--- src/design/hsvrgb_pkg.sv ---
// ----------------------------------------------------------------------------
// hsvrgb_pkg
// Shared widths, defaults and hue sector codes for the HSV to RGB converter.
// ----------------------------------------------------------------------------
package hsvrgb_pkg;

    localparam int FRACTION_BITS_DEF = 15;

    localparam int HUE_W    = 15;
    localparam int LEVEL_W  = 16;
    localparam int COLOR_W  = 8;
    localparam int PACKED_W = 16;

    // Hexcone sector, hue times six, integer part
    typedef enum logic [2:0] {
        SECTOR_RED_YELLOW    = 3'd0,
        SECTOR_YELLOW_GREEN  = 3'd1,
        SECTOR_GREEN_CYAN    = 3'd2,
        SECTOR_CYAN_BLUE     = 3'd3,
        SECTOR_BLUE_MAGENTA  = 3'd4,
        SECTOR_MAGENTA_RED   = 3'd5
    } sector_t;

endpackage

--- src/design/hsv_to_rgb_converter_core.sv ---
// ----------------------------------------------------------------------------
// hsv_to_rgb_converter_core
// Fixed-point hexcone HSV to RGB conversion, five-stage pipeline, one pixel
// per clock, 8-bit channels plus packed RGB565.
// ----------------------------------------------------------------------------
//   Channel | Direction | Handshake          | Payload
//   s_      | in        | s_valid / s_ready  | hue, saturation, brightness
//   m_      | out       | m_valid / m_ready  | red, green, blue, packed_565
//
//   One beat accepted per clock while the output side takes results.
//   Five register stages: clamp, f*s and (1-f)*s products, factor subtract,
//   level multiply, select. m_valid rises when a beat reaches the select
//   register, and the result is taken while m_ready is high.
//   The whole pipe advances on one enable: m_ready low with m_valid high
//   freezes every stage; s_ready is high whenever the output is empty or taken.
//   Reset clears the stage valid bits only.
// ----------------------------------------------------------------------------
module hsv_to_rgb_converter_core
    import hsvrgb_pkg::*;
#(
    parameter int FRACTION_BITS = FRACTION_BITS_DEF
) (
    input  logic                 aclk,
    input  logic                 aresetn,
    input  logic                 s_valid,
    output logic                 s_ready,
    input  logic [HUE_W-1:0]     s_hue,
    input  logic [LEVEL_W-1:0]   s_saturation,
    input  logic [LEVEL_W-1:0]   s_brightness,
    output logic                 m_valid,
    input  logic                 m_ready,
    output logic [COLOR_W-1:0]   m_red,
    output logic [COLOR_W-1:0]   m_green,
    output logic [COLOR_W-1:0]   m_blue,
    output logic [PACKED_W-1:0]  m_packed_565
);

    localparam int F   = FRACTION_BITS;
    localparam int CW  = (F + 1 > LEVEL_W) ? F + 1 : LEVEL_W;
    localparam int VBW = F + 9;
    localparam int PW  = VBW + F + 1;
    localparam logic [F:0] ONE = {1'b1, {F{1'b0}}};

    logic advance;
    logic v1_reg, v2_reg, v3_reg, v4_reg, v5_reg;

    assign advance = !v5_reg || m_ready;
    assign s_ready = advance;
    assign m_valid = v5_reg;

    always_ff @(posedge aclk) begin
        if (!aresetn) begin
            v1_reg <= 1'b0;
            v2_reg <= 1'b0;
            v3_reg <= 1'b0;
            v4_reg <= 1'b0;
            v5_reg <= 1'b0;
        end else if (advance) begin
            v1_reg <= s_valid;
            v2_reg <= v1_reg;
            v3_reg <= v2_reg;
            v4_reg <= v3_reg;
            v5_reg <= v4_reg;
        end
    end

    // ---------------- stage 1: clamp, sector split, 255*b ----------------
    logic [CW-1:0]  hue_ext, sat_ext, bri_ext;
    logic [F-1:0]   h;
    logic [F+2:0]   x;
    logic [F:0]     sat_c, bri_c;
    logic [2:0]     sector_next;
    logic [F-1:0]   f_next;
    logic [F:0]     omf_next, sat_next, oms_next;
    logic [VBW-1:0] vb_next;

    always_comb begin
        hue_ext     = CW'(s_hue);
        sat_ext     = CW'(s_saturation);
        bri_ext     = CW'(s_brightness);
        // hue wraps modulo one
        h           = hue_ext[F-1:0];
        x           = ({3'b000, h} << 2) + ({3'b000, h} << 1);
        sat_c       = (sat_ext > CW'(ONE)) ? ONE : sat_ext[F:0];
        bri_c       = (bri_ext > CW'(ONE)) ? ONE : bri_ext[F:0];
        sector_next = x[F+2:F];
        f_next      = x[F-1:0];
        omf_next    = ONE - {1'b0, x[F-1:0]};
        sat_next    = sat_c;
        oms_next    = ONE - sat_c;
        vb_next     = (VBW'(bri_c) << 8) - VBW'(bri_c);
    end

    logic [2:0]     sector1_reg;
    logic [F-1:0]   f1_reg;
    logic [F:0]     omf1_reg, sat1_reg, oms1_reg;
    logic [VBW-1:0] vb1_reg;

    // ---------------- stage 2: f*s and (1-f)*s ----------------
    logic [2*F:0]   fs_full;
    logic [2*F+1:0] ofs_full;
    logic [F:0]     fs_next, ofs_next;

    always_comb begin
        fs_full  = (2*F+1)'(f1_reg) * (2*F+1)'(sat1_reg);
        ofs_full = (2*F+2)'(omf1_reg) * (2*F+2)'(sat1_reg);
        fs_next  = fs_full[2*F:F];
        // (1-f)*s never exceeds one, top bit stays clear
        ofs_next = ofs_full[2*F:F];
    end

    logic [2:0]     sector2_reg;
    logic [F:0]     fs2_reg, ofs2_reg, oms2_reg;
    logic [VBW-1:0] vb2_reg;

    // ---------------- stage 3: q and t factors ----------------
    logic [F:0] kq_next, kt_next;

    assign kq_next = ONE - fs2_reg;
    assign kt_next = ONE - ofs2_reg;

    logic [2:0]     sector3_reg;
    logic [F:0]     kq3_reg, kt3_reg, oms3_reg;
    logic [VBW-1:0] vb3_reg;

    // ---------------- stage 4: levels ----------------
    logic [PW-1:0]      p_full, q_full, t_full;
    logic [COLOR_W-1:0] p_next, q_next, t_next, v_next;

    always_comb begin
        p_full = PW'(vb3_reg) * PW'(oms3_reg);
        q_full = PW'(vb3_reg) * PW'(kq3_reg);
        t_full = PW'(vb3_reg) * PW'(kt3_reg);
        p_next = p_full[2*F+7:2*F];
        q_next = q_full[2*F+7:2*F];
        t_next = t_full[2*F+7:2*F];
        v_next = vb3_reg[F+7:F];
    end

    logic [2:0]         sector4_reg;
    logic [COLOR_W-1:0] p4_reg, q4_reg, t4_reg, v4l_reg;

    // ---------------- stage 5: channel select and pack ----------------
    logic [COLOR_W-1:0] red_next, green_next, blue_next;

    always_comb begin
        case (sector_t'(sector4_reg))
            SECTOR_YELLOW_GREEN: begin
                red_next = q4_reg;  green_next = v4l_reg; blue_next = p4_reg;
            end
            SECTOR_GREEN_CYAN: begin
                red_next = p4_reg;  green_next = v4l_reg; blue_next = t4_reg;
            end
            SECTOR_CYAN_BLUE: begin
                red_next = p4_reg;  green_next = q4_reg;  blue_next = v4l_reg;
            end
            SECTOR_BLUE_MAGENTA: begin
                red_next = t4_reg;  green_next = p4_reg;  blue_next = v4l_reg;
            end
            SECTOR_MAGENTA_RED: begin
                red_next = v4l_reg; green_next = p4_reg;  blue_next = q4_reg;
            end
            default: begin
                red_next = v4l_reg; green_next = t4_reg;  blue_next = p4_reg;
            end
        endcase
    end

    logic [COLOR_W-1:0]  red_reg, green_reg, blue_reg;
    logic [PACKED_W-1:0] packed_reg;

    // payload advances with the valid bits, no reset needed
    always_ff @(posedge aclk) begin
        if (advance) begin
            sector1_reg <= sector_next;
            f1_reg      <= f_next;
            omf1_reg    <= omf_next;
            sat1_reg    <= sat_next;
            oms1_reg    <= oms_next;
            vb1_reg     <= vb_next;

            sector2_reg <= sector1_reg;
            fs2_reg     <= fs_next;
            ofs2_reg    <= ofs_next;
            oms2_reg    <= oms1_reg;
            vb2_reg     <= vb1_reg;

            sector3_reg <= sector2_reg;
            kq3_reg     <= kq_next;
            kt3_reg     <= kt_next;
            oms3_reg    <= oms2_reg;
            vb3_reg     <= vb2_reg;

            sector4_reg <= sector3_reg;
            p4_reg      <= p_next;
            q4_reg      <= q_next;
            t4_reg      <= t_next;
            v4l_reg     <= v_next;

            red_reg     <= red_next;
            green_reg   <= green_next;
            blue_reg    <= blue_next;
            packed_reg  <= {red_next[7:3], green_next[7:2], blue_next[7:3]};
        end
    end

    assign m_red        = red_reg;
    assign m_green      = green_reg;
    assign m_blue       = blue_reg;
    assign m_packed_565 = packed_reg;

endmodule

--- config.mk ---
export PLATFORM = sky130hd
export DESIGN_NAME = hsv_to_rgb_converter_core
export DESIGN_NICKNAME = d
export VERILOG_FILES = /design/src/design/hsvrgb_pkg.sv /design/src/design/hsv_to_rgb_converter_core.sv
export SDC_FILE = /design/constraint.sdc
export NUM_CORES = 2
export LEC_CHECK = 0
export BUFFER_PORTS_ARGS = -buffer_cell sky130_fd_sc_hd__buf_4
export CORE_ASPECT_RATIO = 1.2
export CORE_MARGIN = 2
export CORE_UTILIZATION = 70
export CTS_CLUSTER_SIZE = 12
export DETAILED_ROUTE_END_ITERATION = 6
export GPL_TIMING_DRIVEN = 1
export PLACE_DENSITY = 0.87
export SYNTH_ARGS = -nofsm -noshare
export SYNTH_HDL_FRONTEND = slang
export SYNTH_SLANG_ARGS = --single-unit
--- constraint.sdc ---
create_clock -name aclk -period 21.4 [get_ports aclk]
set_clock_uncertainty 0.05 [all_clocks]
set_input_delay 0 -clock aclk [delete_from_list [all_inputs] [get_ports aclk]]
set_output_delay 0 -clock aclk [all_outputs]
set_load 0.05 [all_outputs]
* Word level (Yosys, flattened, before mapping)
Cells that the tools add are included.
** Word-level totals
- Memories kept :: 0
- Bits in writable memories :: 0
- Input port bits :: 51
- Bits in latches :: 0
- Bits in read-only memories :: 0
- Register bits :: 320
- Output and inout bits :: 42
** Operators by class
- Muxes and demuxes :: 5
- $lt $le $gt $ge :: 2
- Eq/ne operators :: 5
- Shift operators :: 0
- Multiply operators :: 5
- Divide/modulo/power cells :: 0
- Reductions and logical operators :: 6
- Add/subtract/negate cells :: 6
- Bitwise logic cells :: 0
** Operators by type and width (number)
- $mul A24 B16 Y38 :: 3
- $pmux W8 S3 :: 3
- $sub A16 B16 Y16 const A :: 3
- $gt A16 B16 Y1 const B :: 2
- $mux W16 :: 2
- $mul A15 B16 Y31 :: 1
- $mul A16 B16 Y31 :: 1
- $sub A24 B16 Y24 :: 1
- $add A17 B16 Y18 :: 1
- $sub A16 B15 Y16 const A :: 1
- $reduce_or A2 Y1 :: 4
- $eq A3 B2 Y1 const B :: 2
- $eq A3 B3 Y1 const B :: 2
- $eq A3 B1 Y1 const B :: 1
- $logic_not A1 Y1 :: 1
- $logic_or A1 B1 Y1 :: 1

* Longest topological paths before layout
- Depth after elaboration :: 3
- Depth in mapped cells :: 23
- Gate-level depth less buffers :: 22

* Worst setup path before layout
No wires, ideal clock.
- Path kind :: register -> register
- Start point :: register v5_reg, in the netlist m_valid
- End point :: register v5_reg, in the netlist m_valid
- Data arrival time :: 9.896 ns
- Stages on the path, launching flop included :: 4
- Slack :: 10.926 ns
- Buffers on the path :: 1
- Setup time :: 0.528 ns
- Cell sequence :: dfxtp_1 nand2b_1 clkbuf_1 a21boi_0
** On the way
- Longest elaborated chain between the ends :: 2
** Ends and longest elaborated chain
- from (decl) :: line hsv_to_rgb_converter_core.sv:45 : logic v1_reg, v2_reg, v3_reg, v4_reg, v5_reg;
- from (signal assigned) :: line hsv_to_rgb_converter_core.sv:63 : v5_reg <= v4_reg;
- $logic_not A1 Y1 :: line hsv_to_rgb_converter_core.sv:47 : assign advance = !v5_reg || m_ready;
- $logic_or A1 B1 Y1 :: line hsv_to_rgb_converter_core.sv:47
- named net s_ready :: line hsv_to_rgb_converter_core.sv:26 : output logic s_ready,
The timed path passes the listed nets, and every way through them passes these cells.
A chain may end at the register's enable or synchronous reset.

* Final worst setup path
- Start point :: register kq3_reg[7]
- End point :: register q4_reg[7] (data pin)
** On the way
- Longest elaborated chain between the ends :: 1
** Ends and longest elaborated chain
- from (decl) :: line hsv_to_rgb_converter_core.sv:123 : logic [F:0] kq3_reg, kt3_reg, oms3_reg;
- from (signal assigned) :: line hsv_to_rgb_converter_core.sv:189 : kq3_reg <= kq_next;
- $mul A24 B16 Y38 :: line hsv_to_rgb_converter_core.sv:132 : q_full = PW'(vb3_reg) * PW'(kq3_reg);
- named net q_full[37] :: line hsv_to_rgb_converter_core.sv:127 : logic [PW-1:0] p_full, q_full, t_full;
- to (signal assigned) :: line hsv_to_rgb_converter_core.sv:196 : q4_reg <= q_next;
- to (decl) :: line hsv_to_rgb_converter_core.sv:141 : logic [COLOR_W-1:0] p4_reg, q4_reg, t4_reg, v4l_reg;
The timed path passes the listed nets, and every way through them passes these cells.

==> out/qor.csv <==
metric,value,unit
pre_cts_ws,13920,ps
worstPathCellList,"nand2_1, fa_1, inv_1, fa_1, inv_1, fa_1, inv_1, fa_1, fa_1, inv_1, fa_1, inv_1, ha_1, a21oi_1, o21ai_0, a21oi_1, o21ai_1, nor4b_1, nor3_1, a2111oi_0, xnor2_1",
synth_top_family_by_area,adder cells,
cts_buffer_depth,3,
ys_types,72,
cts_setup_buffers,0,
finalWorstSetupSlack,13820,ps
antenna_found_initial,1,
synth-simple-area-share,15.3,%
critPathMaxStageDelay,1040,ps
cp_num_buf_inv,5,
ys_seq_elements,300,
status,"finished, violations left",
synthesis.nets,8179,
drv_slew,0,
endpoint_kind,register,
core_area,85900,µm²
cp_top_family,adder cells,
firstDrtPassIters,7,
fill_cells,5630,
tightestPinTransition,1200,ps
clkLatencyLatePin,600,ps
synthToLayoutAreaGrowth,4.61,%
rsz0062_at_grt,false,
routed_via_density,5.91,
cts_tree,done,
synthAdderAreaFrac,52.4,%
grt_max_degree,163,
worstSetupPathType,reg -> reg,
path_common_cell,fa_1,
ant_nets,0,
root_buffer,clkbuf_16,
clkSinkCount,300,
cts_inserted_buffers,31,
synth_edf_count,295,
yosysWarnings,0,
hold_viol,0,
dieArea,88800,µm²
holdBufCountCts,68,
io_buffers,92,
die_h,326,µm
die_x,272,µm
synth.yosys.seq_area_share,14.8,%
final_cell_mix,"inv_1 (1,502), fa_1 (1,256), nand2_1 (1,106)",
finalCritPeriodShare,35.4,%
gr-total-overflow,0,
vias,43902,
dp_hpwl,109000,µm
multi_input_area,44600,µm²
period_needed,7580,ps
synth_cells,6349,
path_clk_slew,60,ps
start_util,70.4,%
slew_headroom,19.8,%
violations,design-rule violations,
max_freq,0.132,GHz
cp.arrival,7870,ps
layout.nets,8099,
start_kind,register,
io_pins,93,
initialDrtViolationCount,3495,
synth_compound_area_share,3.69,%
drcViolationCount,4,
muxShareOfSynthArea,0.0662,%
htreeDepth,1,
cpMaxStageDelayCell,edfxtp_1,
synthArstFlopShare,0,%
netlist_area,60500,µm²
max-cap-violations,0,
post_drt_wl_per_cell,19.9,µm
drive_above_1_share,3.14,%
grt_pass1_vias,49719,
grtUsageTotal,35.1,%
synth_ff_type,edfxtp_1,
r2r_slack,13820,ps
hold_class,in -> reg,
rows,118,
grt_pass1_wl,246000,µm
post_cts_resized,0,
gp_congestion,0.936,
critPathMaxFanout,24,
setup_viol,0,
area.sequential,8960,µm²
synth-xor-area-share,2.32,%
synth.avg_cell_area,9.53,µm²
routed_wl,148000,µm
crit_required,21700,ps
setup_tns,0,ps
final_common_cell,inv_1,
[cells by family after synthesis]
kind of cell,count (synthesis)
XOR/XNOR,160
buffers and inverters,1827
adder cells (fa/ha/maj),1779
AND/OR/NAND/NOR,1949
AO/OA/AOI/OAI,330
flip-flops,300
multiplexers,4
[area by class of cell]
| type | count | area share [%] |
|---|---|---|
| Multi-Input combinational cell | 4222 | 70.5 |
| Sequential cell | 300 | 14.2 |
| Inverter | 1503 | 8.92 |
| Timing Repair Buffer | 211 | 2.79 |
| Tap cell | 1140 | 2.25 |
| Clock buffer | 37 | 1.26 |
| Clock inverter | 9 | 0.113 |
| Antenna cell | 1 | 0.00396 |
[layer usage]
metal	global-route usage, %	routed length, µm	vias up
met5	0	0	-
met4	23.1	11600	0
met3	4.97	12000	780
met2	62.1	75900	2397
met1	39.5	48400	22090
li1	-	-	18635
[stage by stage]
| step | util, % | instance area (µm²) | hold slack, ps | cells |
|---|---|---|---|---|
| final | 73.6 | 63300 | 38.2 | 7423 |
| after detailed placement | 71.8 | 61700 | 179 | 7308 |
| after global routing | 73.6 | 63300 | 58.5 | 7423 |
| after global placement | 71.8 | 61700 | 177 | 7308 |
| after floorplan | - | 60500 | 48.9 | 6349 |
| after CTS | 73.6 | 63300 | 5.37 | 7422 |
[worst min-delay path: cells and delay by family]
| family | cells | cell delay, ps |
|---|---|---|
| XOR/XNOR | 1 | 200 |
| adder cells (fa/ha/maj) | 1 | 170 |
| buffers and inverters | 1 | 90 |
[synthesized netlist by cell type, drive strengths merged (14+ instances only)]
cell type	instances	area [µm²]
nor4	17	106
xnor2	113	990
a21o	41	308
xor2	47	412
and2	572	3580
buf	21	149
nand2b	14	87.6
edfxtp	295	8860
clkbuf	303	1140
a21oi	104	524
nand3	23	115
nand2	1106	4150
nor2	76	285
ha	523	6540
fa	1256	25100
o21a	17	128
nor3	33	165
nor2b	27	169
or3	15	93.8
o21ai	49	245
nand4	16	100
inv	1502	5640
[worst paths after layout]
| kind | start | endpoint | cells after the start |
|---|---|---|---|
| worst max register to register | kq3_reg[7] | q4_reg[7] | 21 |
| worst min register to register | vb2_reg[8] | vb3_reg[8] | 0 |
| worst max-delay path | kq3_reg[7] | q4_reg[7] | 21 |
| worst min-delay path | s_hue[9] | f1_reg[10] | 3 |
Power is not shown: default switching activity piles up to over one toggle a cycle in this logic, so the estimate is an artifact.
